### src/sv/bleadv_pkg.sv
// Shared types and constants for the LE advertising report event parser.
// No dependencies; used by bleadv_parser and ble_adv_report_event_parser.
package bleadv_pkg;

    // H4 / HCI codes checked in the packet header
    localparam logic [7:0] H4_EVENT_TYPE   = 8'h04;
    localparam logic [7:0] LE_META_EVENT   = 8'h3E;
    localparam logic [7:0] ADV_REPORT_SUB  = 8'h02;

    localparam int unsigned ADDR_BYTES     = 6;

    // Result status codes
    localparam logic [1:0] STATUS_REPORT    = 2'd0;
    localparam logic [1:0] STATUS_DATA      = 2'd1;
    localparam logic [1:0] STATUS_NOT_ADV   = 2'd2;
    localparam logic [1:0] STATUS_BAD_COUNT = 2'd3;

    typedef struct packed {
        logic [7:0]  packet_byte;
        logic        packet_start;
        logic [62:0] arrival_time;
    } pkt_word_t;

    typedef struct packed {
        logic [1:0]        status;
        logic [4:0]        report_number;
        logic [7:0]        event_kind;
        logic [7:0]        address_kind;
        logic [47:0]       device_address;
        logic [4:0]        data_length;
        logic signed [7:0] signal_strength;
        logic [7:0]        data_value;
        logic [4:0]        data_offset;
        logic [62:0]       report_time;
        logic              final_result;
    } rpt_word_t;

endpackage

### src/sv/bleadv_parser.sv
// Byte-level state machine of the advertising report parser.
// Holds the parse state; gives at most one result per consumed byte.
// Depends on bleadv_pkg.
module bleadv_parser #(
    parameter int unsigned MAX_REPORTS   = 25,
    parameter int unsigned DATA_CAPACITY = 31
) (
    input  logic                  clk,
    input  logic                  rst_n,
    input  logic                  fire,
    input  bleadv_pkg::pkt_word_t word,
    output bleadv_pkg::rpt_word_t res,
    output logic                  res_valid
);

    localparam int unsigned RW = $clog2(MAX_REPORTS + 1);
    localparam int unsigned KW = $clog2(DATA_CAPACITY + 1);

    typedef enum logic [3:0] {
        PH_IDLE, PH_EVCODE, PH_PLEN, PH_SUBEV, PH_COUNT, PH_EVTYPE,
        PH_ADDRTYPE, PH_ADDR, PH_DLEN, PH_DATA, PH_RSSI
    } phase_t;

    phase_t       phase_reg, phase_next;
    logic [RW-1:0] expected_reg, expected_next;
    logic [RW-1:0] done_reg, done_next;
    logic [RW-1:0] done_inc;
    logic [2:0]    addr_cnt_reg, addr_cnt_next;
    logic [47:0]   addr_reg, addr_next;
    logic [7:0]    evkind_reg, evkind_next;
    logic [7:0]    adkind_reg, adkind_next;
    logic [7:0]    left_reg, left_next;
    logic [7:0]    left_dec;
    logic [KW-1:0] kept_reg, kept_next;
    logic [62:0]   time_reg, time_next;
    logic [7:0]    b;

    assign b        = word.packet_byte;
    assign done_inc = done_reg + RW'(1);

    always_comb
    begin
        phase_next    = phase_reg;
        expected_next = expected_reg;
        done_next     = done_reg;
        addr_cnt_next = addr_cnt_reg;
        addr_next     = addr_reg;
        evkind_next   = evkind_reg;
        adkind_next   = adkind_reg;
        left_next     = left_reg;
        kept_next     = kept_reg;
        time_next     = time_reg;
        left_dec      = left_reg;
        res           = '0;
        res_valid     = 1'b0;

        if (fire)
        begin
            if (word.packet_start)
            begin
                time_next     = word.arrival_time;
                expected_next = '0;
                done_next     = '0;
                if (b != bleadv_pkg::H4_EVENT_TYPE)
                begin
                    res_valid        = 1'b1;
                    res.status       = bleadv_pkg::STATUS_NOT_ADV;
                    res.report_time  = word.arrival_time;
                    res.final_result = 1'b1;
                    phase_next       = PH_IDLE;
                end
                else
                begin
                    phase_next = PH_EVCODE;
                end
            end
            else
            begin
                case (phase_reg)
                    PH_EVCODE, PH_SUBEV:
                    begin
                        if ((phase_reg == PH_EVCODE && b != bleadv_pkg::LE_META_EVENT) ||
                            (phase_reg == PH_SUBEV && b != bleadv_pkg::ADV_REPORT_SUB))
                        begin
                            res_valid        = 1'b1;
                            res.status       = bleadv_pkg::STATUS_NOT_ADV;
                            res.report_time  = time_reg;
                            res.final_result = 1'b1;
                            phase_next       = PH_IDLE;
                        end
                        else
                        begin
                            phase_next = (phase_reg == PH_EVCODE) ? PH_PLEN : PH_COUNT;
                        end
                    end
                    PH_PLEN:
                    begin
                        phase_next = PH_SUBEV;
                    end
                    PH_COUNT:
                    begin
                        if (b == 8'd0 || {1'b0, b} > 9'(MAX_REPORTS))
                        begin
                            res_valid        = 1'b1;
                            res.status       = bleadv_pkg::STATUS_BAD_COUNT;
                            res.report_time  = time_reg;
                            res.final_result = 1'b1;
                            phase_next       = PH_IDLE;
                        end
                        else
                        begin
                            expected_next = RW'(b);
                            done_next     = '0;
                            phase_next    = PH_EVTYPE;
                        end
                    end
                    PH_EVTYPE:
                    begin
                        evkind_next = b;
                        phase_next  = PH_ADDRTYPE;
                    end
                    PH_ADDRTYPE:
                    begin
                        adkind_next   = b;
                        addr_next     = '0;
                        addr_cnt_next = '0;
                        phase_next    = PH_ADDR;
                    end
                    PH_ADDR:
                    begin
                        addr_next[{addr_cnt_reg, 3'b000} +: 8] = b;
                        if (addr_cnt_reg == 3'(bleadv_pkg::ADDR_BYTES - 1))
                        begin
                            addr_cnt_next = '0;
                            phase_next    = PH_DLEN;
                        end
                        else
                        begin
                            addr_cnt_next = addr_cnt_reg + 3'd1;
                        end
                    end
                    PH_DLEN:
                    begin
                        left_next  = b;
                        kept_next  = '0;
                        phase_next = (b == 8'd0) ? PH_RSSI : PH_DATA;
                    end
                    PH_DATA:
                    begin
                        if (kept_reg < KW'(DATA_CAPACITY))
                        begin
                            res_valid          = 1'b1;
                            res.status         = bleadv_pkg::STATUS_DATA;
                            res.report_number  = 5'(done_reg);
                            res.event_kind     = evkind_reg;
                            res.address_kind   = adkind_reg;
                            res.device_address = addr_reg;
                            res.report_time    = time_reg;
                            res.data_value     = b;
                            res.data_offset    = 5'(kept_reg);
                            kept_next          = kept_reg + KW'(1);
                        end
                        // every raw byte is consumed, kept or not
                        if (left_reg != 8'd0)
                        begin
                            left_dec = left_reg - 8'd1;
                        end
                        left_next = left_dec;
                        if (left_dec == 8'd0)
                        begin
                            phase_next = PH_RSSI;
                        end
                    end
                    PH_RSSI:
                    begin
                        res_valid           = 1'b1;
                        res.status          = bleadv_pkg::STATUS_REPORT;
                        res.report_number   = 5'(done_reg);
                        res.event_kind      = evkind_reg;
                        res.address_kind    = adkind_reg;
                        res.device_address  = addr_reg;
                        res.report_time     = time_reg;
                        res.data_length     = 5'(kept_reg);
                        res.signal_strength = $signed(b);
                        done_next           = done_inc;
                        if (done_inc >= expected_reg)
                        begin
                            res.final_result = 1'b1;
                            phase_next       = PH_IDLE;
                        end
                        else
                        begin
                            phase_next = PH_EVTYPE;
                        end
                    end
                    default:
                    begin
                        phase_next = PH_IDLE;
                    end
                endcase
            end
        end
    end

    always_ff @(posedge clk or negedge rst_n)
    begin
        if (!rst_n)
        begin
            phase_reg    <= PH_IDLE;
            expected_reg <= '0;
            done_reg     <= '0;
            addr_cnt_reg <= '0;
            left_reg     <= '0;
            kept_reg     <= '0;
            addr_reg     <= '0;
            evkind_reg   <= '0;
            adkind_reg   <= '0;
            time_reg     <= '0;
        end
        else
        begin
            phase_reg    <= phase_next;
            expected_reg <= expected_next;
            done_reg     <= done_next;
            addr_cnt_reg <= addr_cnt_next;
            left_reg     <= left_next;
            kept_reg     <= kept_next;
            addr_reg     <= addr_next;
            evkind_reg   <= evkind_next;
            adkind_reg   <= adkind_next;
            time_reg     <= time_next;
        end
    end

endmodule

### src/sv/ble_adv_report_event_parser.sv
// Top level of the LE advertising report event parser.
// Input word register, bleadv_parser state machine, result word register.
// Depends on bleadv_pkg and bleadv_parser.
//
// Usage:
//   pkt channel: one H4 HCI packet byte per word, with packet_start on the
//   first byte of a packet and arrival_time sampled on that byte.
//   rpt channel: data byte words (status 1), report words (status 0) on the
//   RSSI byte, and error words (status 2 or 3) that end the packet.
//   A word is taken at a rising edge with valid high and stall low.
// Timing:
//   One byte per cycle sustained while rpt_stall holds no waiting result. A taken
//   byte is first held in the input register, then parser logic loads its result
//   into the result register, which drives rpt. Bytes with no result advance the state.
// Stall:
//   When rpt_stall holds a waiting result, the registered byte is held and
//   pkt_stall rises; one byte stays buffered in the input register.
// Reset:
//   rst_n low clears both valid flags and returns the parser to idle; bytes
//   are then ignored until the next packet_start.
module ble_adv_report_event_parser #(
    parameter int unsigned MAX_REPORTS   = 25,
    parameter int unsigned DATA_CAPACITY = 31
) (
    input  logic                  clk,
    input  logic                  rst_n,
    input  logic                  pkt_valid,
    output logic                  pkt_stall,
    input  bleadv_pkg::pkt_word_t pkt,
    output logic                  rpt_valid,
    input  logic                  rpt_stall,
    output bleadv_pkg::rpt_word_t rpt
);

    logic                  in_vld_reg;
    bleadv_pkg::pkt_word_t in_reg;
    logic                  out_vld_reg, out_vld_next;
    bleadv_pkg::rpt_word_t out_reg;
    logic                  advance;
    logic                  fire;
    bleadv_pkg::rpt_word_t res;
    logic                  res_valid;

    // result register free or being emptied this cycle
    assign advance      = !out_vld_reg || !rpt_stall;
    assign fire         = in_vld_reg && advance;
    assign pkt_stall    = in_vld_reg && !advance;
    assign out_vld_next = advance ? (fire && res_valid) : out_vld_reg;

    bleadv_parser #(
        .MAX_REPORTS   (MAX_REPORTS),
        .DATA_CAPACITY (DATA_CAPACITY)
    ) u_parser (
        .clk       (clk),
        .rst_n     (rst_n),
        .fire      (fire),
        .word      (in_reg),
        .res       (res),
        .res_valid (res_valid)
    );

    always_ff @(posedge clk or negedge rst_n)
    begin
        if (!rst_n)
        begin
            in_vld_reg  <= 1'b0;
            out_vld_reg <= 1'b0;
        end
        else
        begin
            if (!pkt_stall)
            begin
                in_vld_reg <= pkt_valid;
            end
            out_vld_reg <= out_vld_next;
        end
    end

    always_ff @(posedge clk)
    begin
        if (pkt_valid && !pkt_stall)
        begin
            in_reg <= pkt;
        end
        if (fire && res_valid)
        begin
            out_reg <= res;
        end
    end

    assign rpt_valid = out_vld_reg;
    assign rpt       = out_reg;

endmodule

### config.mk
export PLATFORM = sky130hd
export DESIGN_NAME = ble_adv_report_event_parser
export DESIGN_NICKNAME = d
export VERILOG_FILES = /design/src/sv/bleadv_pkg.sv /design/src/sv/bleadv_parser.sv /design/src/sv/ble_adv_report_event_parser.sv
export SDC_FILE = /design/constraint.sdc
export NUM_CORES = 1
export LEC_CHECK = 0
export ABC_CLOCK_PERIOD_IN_PS = 7800
export BUFFER_PORTS_ARGS = -buffer_cell sky130_fd_sc_hd__buf_2
export CORE_ASPECT_RATIO = 0.8
export CORE_UTILIZATION = 35
export DETAILED_ROUTE_END_ITERATION = 16
export HOLD_SLACK_MARGIN = 0.03
export MAX_ROUTING_LAYER = met4
export REMOVE_ABC_BUFFERS = 1
export SYNTH_ARGS = -nofsm -noshare
export SYNTH_HDL_FRONTEND = slang
export SYNTH_SLANG_ARGS = --single-unit
### constraint.sdc
create_clock -name clk -period 7.8 [get_ports clk]
set_clock_uncertainty 0.2 [all_clocks]
set_input_delay 1.56 -clock clk [delete_from_list [all_inputs] [get_ports clk]]
set_output_delay 1.56 -clock clk [all_outputs]
set_load 0.05 [all_outputs]
After elaboration in Yosys (flattened, before gate mapping)
Cells that the tools add are included.

cells by class
  $add $sub $neg = 5
  multipliers = 0
  divide/modulo/power cells = 0
  order comparisons = 3
  equality and inequality tests = 19
  shift-type cells = 2
  muxes and demuxes = 49
  bitwise logic cells = 5
  reductions and logical operators = 33

operator list
  cell                                                                              number
  64-bit two-way mux                                                                4
  63-bit case mux with 4 select lines                                               1
  69-bit case mux with 2 select lines                                               1
  48-bit case mux with 2 select lines                                               1
  70-bit two-way mux                                                                1
  63-bit two-way mux                                                                1
  48-bit bitwise mux                                                                1
  8-bit by 8-bit variable shift with 48-bit output (first input constant)           1
  8-bit by 8-bit indexed part select with 48-bit output                             1
  4-bit case mux with 9 select lines                                                1
  8-bit two-way mux                                                                 4
  5-bit two-way mux                                                                 6
  3-bit AND reduction                                                               7
  5-bit case mux with 2 select lines                                                2
  4-bit by 3-bit equality test with 1-bit output (second input constant)            4
  8-bit zero test                                                                   2
  4-bit two-way mux                                                                 4
  8-bit case mux with 2 select lines                                                1
  4-bit equality test (second input constant)                                       3
  3-bit two-way mux                                                                 4
  5-bit by 1-bit adder with 5-bit output (second input constant)                    2
  2-bit two-way mux                                                                 5
  4-bit by 2-bit equality test with 1-bit output (second input constant)            2
  8-bit by 5-bit greater-than comparator with 1-bit output (second input constant)  1
  other kinds (31)                                                                  56

word-level totals
  register bits = 392
  bits in latches = 0
  memory bits (writable) = 0
  ROM bits = 0
  output and inout port bits = 163
  memories = 0

Depth between registers and ports, before layout
Gate-level depths: netlist of the first run.

  word-level depth = 9
  gate-level depth with buffers = 10
  mapped depth without buffers = 10

Cells and area by module
From an unflattened synthesis of the first run, not the netlist that was laid out.

second synthesis, totals
  cell total of the unflattened synthesis = 1058
  area, all modules = 15492.4 sq um

by module, submodules not included
  module                       instances  cells an instance  area each (sq um)  seq. area each (sq um)
  bleadv_parser                1          814                8396.8             3928.8
  ble_adv_report_event_parser  1          244                7095.6             7046.8

Least setup slack after synthesis of the first run
Ideal clock, no wire load.

  kind = in2reg
  start point = input port rpt_stall
  end point = register out_reg (netlist bit rpt[0]), enable pin
  arrival time = 6.056 ns
  path slack = 1.011 ns
  stages = 5
  cell sequence = a21boi_2 > nand2_1 > a31oi_1 > clkbuf_1 > or2_1

between the ends
  cells in the longest elaborated chain, start to end = 5

RTL lines
  item                    RTL line                           source
  start: declaration      ble_adv_report_event_parser.sv:31  input logic rpt_stall,
  1-bit zero test *       ble_adv_report_event_parser.sv:45  assign advance = !out_vld_reg || !rpt_stall;
  1-bit logical OR *      ble_adv_report_event_parser.sv:45
  1-bit logical AND *     ble_adv_report_event_parser.sv:46  assign fire = in_vld_reg && advance;
  1-bit two-way mux       bleadv_parser.sv:57                if (fire)
  1-bit logical AND *     ble_adv_report_event_parser.sv:85  if (fire && res_valid)
  end signal: assignment  ble_adv_report_event_parser.sv:87  out_reg <= res;
  end: declaration        ble_adv_report_event_parser.sv:38  bleadv_pkg::rpt_word_t out_reg;

Mark *: on every way between the ends. The rest lies on a longest branch, timed or not.
A chain may end at the register's enable or synchronous reset.

Final worst setup path of the first run
  start point = input port rpt_stall
  end point = register out_reg (netlist bit rpt[39]), enable pin

Same word-level chain as after synthesis.

==> impl_metrics.yaml, run 1 <==
run_status:
  outcome: "complete, no violations"
setup_path:
  critPathTopFamily: "buffers and inverters"
  path_cells: "buf_2 > a21bo_1 > nor2_2 > nand2_1 > a21oi_4 > buf_4 > or2_4 > buf_4"
  r2r_cells: 7
  r2r_end: "rpt[39]$_SDFFCE_PN0P_"
  critPathCapture: "rpt[39]$_SDFFCE_PN0P_"
  start_kind: "input port"
  cpPeakStageDelay_ns: 0.89
  cp_num_cells: 8
  crit_path_frequent_cell: "buf_4"
  crit_start: "rpt_stall"
  crit_fanout: 72
  cp.buffers_inverters: 3
  slowest_stage: "buf_4"
  r2r_start: "in_reg[67]$_DFFE_PP_"
  criticalPathCategory: "input port to flop"
  r2r_slack_ns: 3.25
  end_kind: "flop"
  worstPathRequired_ns: 7.76
  critPathArrivalTime_ns: 4.70
sta:
  drv_slew: 0
  relSlewSlack: 0.3040
  period_needed_ns: 4.745
  rsz0062_at_grt: "no"
  report.final.hold_viol_count: 0
  setup_viol: 0
  fmax_ghz: 0.2107
  worst-slew-pin-transition_ns: 1.044
  final.period_utilization: 0.6084
placement:
  dpl_cell_area_um2: 17200
  gp_congestion: 0.8371
  numPortBuffers: 238
  detailed_place_hpwl_um: 22340
drt:
  first_pass_iters: 5
  wl_um: 35330
  via_per_inst: 4.949
  drt_iter0_markers: 619
  vias: 9211
  ant_nets: 0
  post_drt_wl_per_cell_um: 18.98
  drc: 0
pwr:
  clkPwrFrac: 0.378
  pwr-share-seq: 0.490
  ir_drop_uv: 147.3
  p_sw_w: 0.001426
  power.static_leakage_nw: 7.618
  intPower_w: 0.003831
  powerDensity_nw_per_um2: 282.5
  switching_share: 0.2713
  total_power_w: 0.005257
  p_comb_frac: 0.131
logic_synthesis:
  avgSynthCellArea_um2: 15.12
  synth_area_um2: 15450
  yosysWarnings: 0
  async_reset_ff_frac: 0.4056
  synth.distinct_cells: 66
  synth_cells: 1022
  synth_edf_count: 233
  synthFlopType: "edfxtp_1"
  ys_seq_elements: 392
  seq_area_frac_synth: 0.7105
finish:
  nNetsFinal: 1348
  final_util: 0.4296
  final_cell_mix: "buf_2 (237), edfxtp_1 (233), dfrtp_1 (159)"
  largest_reg_flops: 161
  syn2layout_area_growth_pct: 20.44
  fill_cells: 3947
  drive_gt1_frac: 0.3186
  final_cell_area_um2: 18610
  final_common_cell: "buf_2"
clock_network:
  path_clk_slew_ns: 0.06
  cts_root_buf: "clkbuf_16"
  clock_sinks: 392
  ctsHoldBuffers: 0
  post_cts_buffers: 0
  cts-buffers-inserted: 42
  h-tree-depth: 2
  cts_tree: "built"
  clk_path_buf_depth: 3
  ctsResizeCount: 0
  clkLatencyLatePin_ns: 0.56
die:
  start_util: 0.3567
  dieWidth_um: 236.9
  core-area_um2: 43310
  pin_count: 239
  rows: 68
  dieHeight_um: 189.9
  die_area_um2: 44990
global_route:
  antenna_found_initial: 8
  grtUsageTotal: 0.1606
  grt-ovfl-total: 0
  grt_max_degree: 87
  grt_pass1_vias: 9010
  grt_first_pass_wirelength_um: 53670
job:
  maxCapViolCount: 0
min_path:
  hold_depth: 2
  hold_class: "flop to flop"
## synthesized netlist by cell type, types with 5 or more instances
master	n	area, µm²
ha_1	13	162.7
dfrtp_1	159	3979
buf_2	10	50.05
a21oi_1	18	90.09
nor2_1	25	93.84
and2_1	96	600.6
a22o_1	103	902.1
o22ai_1	6	37.54
nand2b_1	8	50.05
edfxtp_1	233	6997
buf_6	5	56.30
a22oi_1	7	52.55
nand2_1	59	221.5
o21ai_1	10	50.05
inv_1	15	56.30
mux2_2	80	900.9
nor3_1	13	65.06
nand3_1	15	75.07
clkbuf_1	36	135.1
o21ai_0	25	125.1
## through the flow
step | setup TNS (ns) | hold slack, ns | std cells | setup slack, ns
finish | 0 | 0.2867 | 1861 | 3.055
global placement | 0 | 0.2592 | 1775 | 2.478
global route | 0 | 0.3106 | 1861 | 2.858
CTS | 0 | 0.2883 | 1853 | 3.020
floorplan | -414.55 | 0.2349 | 967 | -2.575
detailed placement | 0 | 0.2746 | 1775 | 2.444
## metal layers
metal / global-route usage / vias to the layer above / share of wire
met5: - / - / 0
met4: 0.04870 / 0 / 0.020
met3: 0.03976 / 54 / 0.065
met2: 0.2316 / 253 / 0.44
met1: 0.2232 / 4580 / 0.47
li1: - / 4324 / -
## kinds of logic after synthesis
kind of cell / Yosys count / synth area share
flip-flops: 392 / 0.7105
XOR/XNOR: 6 / 0.003402
adder cells (fa/ha/maj): 13 / 0.01053
AND/OR/NAND/NOR: 252 / 0.09112
AO/OA/AOI/OAI: 205 / 0.1025
multiplexers: 84 / 0.06099
buffers and inverters: 70 / 0.02098
## worst min-delay path: cells and delay by family, from the launching register on
kind            cells  cell delay, ns
simple gates        1            0.05
flops               1            0.35
compound gates      1            0.06
## power by group through the flow
stage	clock, W	sequential (W)	combinational, W
final	0.00199	0.00258	0.000691
after global routing	0.00212	0.00260	0.000748
after CTS	0.00204	0.00258	0.000697
after detailed placement	0	0.00262	0.000697
after global placement	0	0.00261	0.000685
after floorplan	0	0.00279	0.000314
## layout make-up
| cell class | instances | area (µm²) | share of cell area |
|---|---|---|---|
| repair buffers | 248 | 1272 | 0.06839 |
| diodes | 8 | 20.02 | 0.001076 |
| flip-flops and latches | 392 | 10980 | 0.5899 |
| inverters | 15 | 56.30 | 0.003026 |
| clock inverters | 21 | 201.4 | 0.01083 |
| multi-input cells | 560 | 4192 | 0.2253 |
| clock buffers | 57 | 1189 | 0.06388 |
| well taps | 560 | 700.7 | 0.03766 |
## worst min-delay path by stage
stage | slack [ns] | from | endpoint
after floorplan | 0.23 | u_parser.addr_reg[31]$_DFFE_PN0P_ | u_parser.addr_reg[31]$_DFFE_PN0P_
after global placement | 0.26 | u_parser.addr_reg[36]$_DFFE_PN0P_ | u_parser.addr_reg[36]$_DFFE_PN0P_
after detailed placement | 0.27 | u_parser.addr_reg[34]$_DFFE_PN0P_ | u_parser.addr_reg[34]$_DFFE_PN0P_
after CTS | 0.29 | u_parser.addr_reg[34]$_DFFE_PN0P_ | u_parser.addr_reg[34]$_DFFE_PN0P_
after global routing | 0.31 | u_parser.addr_reg[43]$_DFFE_PN0P_ | u_parser.addr_reg[43]$_DFFE_PN0P_
final | 0.29 | u_parser.addr_reg[34]$_DFFE_PN0P_ | u_parser.addr_reg[34]$_DFFE_PN0P_
Power figures use the tool's default switching activity.
==> inputs of run 2 (changes only) <==
- ABC_AREA: not set -> 1
- ABC_CLOCK_PERIOD_IN_PS: 7800 -> 3900
- clock period: 7.8 -> 3.9 ns (I/O delays scaled with it)
==> run 2 against run 1 <==
Net effect:
- global-route usage increased by 1.4 points
- synthesized area rose by 1.2%
- final cell count increased by 21%
- via count rose by 18%
- first-iteration DRC count is 25% higher
- synthesized cell count is 35% higher
- critical path type is now flop to flop
- critical endpoint is now rpt[124]$_SDFFCE_PP0P_
- largest cell class unchanged
- largest power group unchanged
==> impl_metrics.yaml, run 2 <==
run_status:
  outcome: "complete, no violations"
pwr:
  total_power_w: 0.01080
  powerDensity_nw_per_um2: 569.9
  ir_drop_uv: 372.1
  power.static_leakage_nw: 8.188
finish:
  syn2layout_area_growth_pct: 21.26
  final_cell_mix: "nand2_1 (308), buf_2 (237), edfxtp_1 (233)"
  drive_gt1_frac: 0.2348
  final_cell_area_um2: 18960
  largest_reg_flops: 161
  final_common_cell: "nand2_1"
  nNetsFinal: 1714
sta:
  worst-slew-pin-transition_ns: 1.027
  final.period_utilization: 0.7883
  drv_slew: 0
  report.final.hold_viol_count: 0
  setup_viol: 0
  fin_tns_setup_ns: 0
  fmax_ghz: 0.3253
  period_needed_ns: 3.074
  relSlewSlack: 0.3151
  rsz0062_at_grt: "no"
job:
  maxCapViolCount: 0
clock_network:
  clock_sinks: 392
  ctsResizeCount: 0
  cts_root_buf: "clkbuf_16"
  ctsHoldBuffers: 0
  h-tree-depth: 2
  cts_tree: "built"
  clkLatencyLatePin_ns: 0.55
  cts-buffers-inserted: 42
  clk_path_buf_depth: 3
  path_clk_slew_ns: 0.06
  post_cts_buffers: 0
die:
  pin_count: 239
  start_util: 0.3589
  dieWidth_um: 238.3
  core-area_um2: 43560
  rows: 68
  die_area_um2: 45520
  dieHeight_um: 191.0
setup_path:
  cp_num_cells: 12
  r2r_end: "rpt[124]$_SDFFCE_PP0P_"
  critPathCapture: "rpt[124]$_SDFFCE_PP0P_"
  path_cells: "inv_2 > nand2_1 > nor2_2 > nand2_1 > nand2_1 > nand2_1 > nand2_1 > inv_2 > nand2_8 > nand2_2 > nand2_4 > buf_12"
  cp.buffers_inverters: 3
  criticalPathCategory: "flop to flop"
  r2r_slack_ns: 0.83
  cpPeakStageDelay_ns: 0.55
  r2r_cells: 12
  worstPathRequired_ns: 3.88
  start_kind: "flop"
  crit_fanout: 111
  r2r_start: "in_reg[66]$_DFFE_PP_"
  crit_path_frequent_cell: "nand2_1"
  slowest_stage: "edfxtp_1"
  critPathArrivalTime_ns: 3.05
  end_kind: "flop"
  critPathTopFamily: "simple AND/OR/NAND/NOR gates"
  crit_start: "in_reg[66]$_DFFE_PP_"
global_route:
  grt_pass1_vias: 10660
  grt_max_degree: 112
  antenna_found_initial: 6
  grtUsageTotal: 0.1746
  grt_first_pass_wirelength_um: 59970
  grt-ovfl-total: 0
placement:
  dpl_cell_area_um2: 17530
  numPortBuffers: 238
  detailed_place_hpwl_um: 24440
  gp_congestion: 0.8507
drt:
  drc: 0
  post_drt_wl_per_cell_um: 17.09
  drt_iter0_markers: 776
  vias: 10870
  via_per_inst: 4.815
  ant_nets: 0
  first_pass_iters: 5
  wl_um: 38580
logic_synthesis:
  synthFlopType: "edfxtp_1"
  synthTopCellsByArea: "edfxtp_1 (45%), dfrtp_1 (25%), nand2_1 (7.4%)"
  synth_area_um2: 15630
  yosysWarnings: 0
  yosysTopAreaCell: "edfxtp_1"
  synth_cells: 1376
  ys_seq_elements: 392
  synth.distinct_cells: 39
  seq_area_frac_synth: 0.7020
  avgSynthCellArea_um2: 11.36
  synth_edf_count: 233
  synth.most_common_cell: "nand2_1"
  netlist_top_cells_count: "nand2_1 (309), edfxtp_1 (233), dfrtp_1 (159)"
  synth.top_cell.area_share: 0.4475
  async_reset_ff_frac: 0.4056
min_path:
  hold_class: "input port to asynchronous set/reset pin"
==> run 2: cell count changes after synthesis, moves of 39 or more <==
cell / previous run / this run
mux2_2: 80 / 0
nor3_1: 13 / 60
nand3_1: 15 / 65
o21ai_0: 25 / 93
nor2_1: 25 / 66
nand2_1: 59 / 309
a22o_1: 103 / 0
inv_1: 15 / 139
o22ai_1: 6 / 45
and2_1: 96 / 0
==> run 2: cells by family (layout without fill, tap and decap cells) <==
logic type	after synthesis	in the layout	share of synthesized area
flops	392	392	0.7020
buf+inv	215	496	0.05530
compound gates	198	198	0.07347
xor+xnor	4	4	0.002241
other cells	0	6	0
fa+ha+maj	13	13	0.01040
simple gates	554	554	0.1565
==> run 2: how the worst min path moves through the flow <==
stage | start | endpoint | slack, ns | cells after the start
global route | rst_n | u_parser.time_reg[8]$_DFFE_PN0P_ | 0.12 | 1
detailed placement | u_parser.time_reg[48]$_DFFE_PN0P_ | u_parser.time_reg[48]$_DFFE_PN0P_ | 0.26 | 2
floorplan | u_parser.time_reg[35]$_DFFE_PN0P_ | u_parser.time_reg[35]$_DFFE_PN0P_ | 0.24 | 2
finish | rst_n | u_parser.time_reg[8]$_DFFE_PN0P_ | 0.07 | 1
CTS | rst_n | u_parser.time_reg[8]$_DFFE_PN0P_ | 0.09 | 1
global placement | u_parser.time_reg[60]$_DFFE_PN0P_ | u_parser.time_reg[60]$_DFFE_PN0P_ | 0.25 | 2
==> run 2: metal layers <==
layer | vias up | global-route usage | part of all wire
li1 | 5181 | - | -
met1 | 5286 | 0.2370 | 0.46
met2 | 347 | 0.2563 | 0.44
met3 | 59 | 0.05011 | 0.078
met4 | 0 | 0.04536 | 0.017
met5 | - | - | 0
==> run 2: per-stage QoR <==
step           utilization  setup WS [ns]  hold slack, ns  std cells
6_report            0.4352         0.8255         0.07248       2258
5_1_grt             0.4352         0.5857          0.1237       2258
3_3_place_gp        0.4023         0.5060          0.2539       2176
4_1_cts             0.4348         0.8074         0.09046       2252
2_1_floorplan            -         -4.079          0.2427       1323
3_5_place_dp        0.4023         0.5597          0.2592       2176
==> run 2: layout make-up <==
type,instances,area [µm²]
well taps,595,744.5
clock inverters,18,191.4
diodes,6,15.01
multi-input cells,769,3812
inverters,162,609.3
fillers,4156,24600
repair buffers,258,1385
clock buffers,58,1224
flip-flops and latches,392,10980
==> run 2: where the power goes <==
part | internal (W) | switching [W] | total, W
logic | 0.000321 | 0.00131 | 0.00163
registers | 0.00493 | 0.000188 | 0.00512
clock network | 0.00241 | 0.00164 | 0.00405
total | 0.00766 | 0.00314 | 0.0108
==> inputs of run 3 (changes only) <==
- ABC_CLOCK_PERIOD_IN_PS: 3900 -> 2500
- clock period: 3.9 -> 2.5 ns (I/O delays scaled with it)
==> run 3 against run 2 <==
Net effect:
- first-iteration DRC count fell by 1.5%
- total power rose by 58%
- via count rose by 5.3%
- flip-flop and latch count did not move
- design area rose by 7.6%
- count of clock-buffer cells in the layout rose by 1
- sequential power rose by 56%
- final cell count rose by 6.3%
==> impl_metrics.yaml, run 3 (same netlist as run 2, synthesis figures left out) <==
pwr:
  powerDensity_nw_per_um2: 834.4
  ir_drop_uv: 477.0
  total_power_w: 0.01702
  power.static_leakage_nw: 8.909
setup_path:
  criticalPathCategory: "flop to primary output"
  start_kind: "flop"
  end_kind: "primary output"
  r2r_slack_ns: 0.12
  critPathArrivalTime_ns: 1.71
  r2r_start: "in_reg[67]$_DFFE_PP_"
  critPathCapture: "pkt_stall"
  r2r_end: "rpt[87]$_SDFFCE_PP0P_"
  crit_fanout: 3
  worstPathRequired_ns: 1.80
  crit_start: "rpt_valid$_DFFE_PN0N_"
  r2r_cells: 8
die:
  rows: 68
  dieHeight_um: 191.0
  core-area_um2: 43560
  pin_count: 239
  die_area_um2: 45520
  dieWidth_um: 238.3
  start_util: 0.3589
drt:
  first_pass_iters: 5
  wl_um: 40750
  ant_nets: 0
  drt_iter0_markers: 764
  via_per_inst: 4.770
  post_drt_wl_per_cell_um: 16.98
  drc: 0
  vias: 11450
placement:
  gp_congestion: 0.8754
  numPortBuffers: 238
  detailed_place_hpwl_um: 26410
  placed_cells: 2238
clock_network:
  cts_root_buf: "clkbuf_16"
  clk_path_buf_depth: 3
  path_clk_slew_ns: 0.06
  cts-buffers-inserted: 42
  clock_sinks: 392
  clkLatencyLatePin_ns: 0.55
  h-tree-depth: 2
  cts_tree: "built"
job:
  maxCapViolCount: 0
finish:
  final_common_cell: "nand2_1"
  largest_reg_flops: 161
  final_cells: 2400
  final_cell_mix: "nand2_1 (307), buf_2 (237), edfxtp_1 (233)"
  final_util: 0.4682
  drive_gt1_frac: 0.2536
  nNetsFinal: 1858
  syn2layout_area_growth_pct: 30.47
  fill_cells: 4055
sta:
  holdWs_ns: 0.09895
  drv_slew: 0
  setup_viol: 0
  final.period_utilization: 0.9620
  relSlewSlack: 0.5960
  report.final.hold_viol_count: 0
  period_needed_ns: 2.405
  worst-slew-pin-transition_ns: 0.6045
  fmax_ghz: 0.4158
global_route:
  grtUsageTotal: 0.1829
  grt_first_pass_wirelength_um: 62740
  antenna_found_initial: 3
  grt_max_degree: 100
  grt-ovfl-total: 0
  grt_pass1_vias: 11290
min_path:
  hold_class: "input port to flop"
  hold_depth: 3
run_status:
  outcome: "complete, no violations"
run 3: changes by cell type in the layout (fill, tap and decap cells not counted), sizes merged:
cell	change
inv	+2
dlygate4sd3	+74
clkinvlp	-2
clkbuf	+4
diode	-3
buf	+67
run 3: worst max-delay path: stages (launching register included):
cell and delay (ns):
dfrtp_1 0.45, nand2_1 0.10, nor2_1 0.27, buf_2 0.35
run 3: power by group:
group          internal (W)  total, W  leakage (nW)  switching (W)
logic              0.000787   0.00294          4.22        0.00215
clock network       0.00357   0.00611         0.648        0.00254
registers           0.00769   0.00797          4.04       0.000282
run 3: worst min-delay path by stage:
stage	startpoint	to	slack [ns]
2_1_floorplan	rst_n	in_vld_reg$_DFFE_PN0N_	0.004
3_3_place_gp	rst_n	u_parser.time_reg[32]$_DFFE_PN0P_	0.20
3_5_place_dp	rst_n	u_parser.time_reg[32]$_DFFE_PN0P_	0.20
4_1_cts	rpt_stall	rpt_valid$_DFFE_PN0N_	0.04
5_1_grt	rpt_stall	rpt_valid$_DFFE_PN0N_	0.1
6_report	rpt_stall	rpt_valid$_DFFE_PN0N_	0.1
run 3: layout make-up:
cell class                      instances  area (µm²)  area share
Sequential cell                       392       10980      0.5381
Inverter                              162       609.3     0.02987
Tap cell                              595       744.5     0.03650
Antenna cell                            3       7.507   0.0003681
Multi-Input combinational cell        769        3846      0.1886
Clock inverter                         18       173.9    0.008527
Clock buffer                           59        1166     0.05717
Timing Repair Buffer                  402        2874      0.1409
run 3: through the flow:
step                worst slack, ns    TNS [ns]  cell area, µm²
finish                      0.09499           0           20400
global route             -0.0007927  -0.0007927           20400
CTS                          0.1013           0           20240
detailed placement         -0.06333      -5.248           18150
global placement           -0.06531      -6.017           18150
floorplan                    -5.365    -1143.28           15380
run 3: layer usage:
metal  up-vias  wire, µm  GRT usage
met5         -         0          -
met4         0       733    0.04167
met3        69      2672    0.03899
met2       363     18520     0.2834
met1      5544     18820     0.2468
li1       5472         -          -
run 3: timing repair:
| action | in CTS | in global routing |
|---|---|---|
| resized for setup | 0 | 10 |
| setup buffers | 0 | 5 |
| hold buffers | 74 | 0 |
| hold endpoints to repair | 203 | 0 |
| setup endpoints to repair | 0 | 223 |
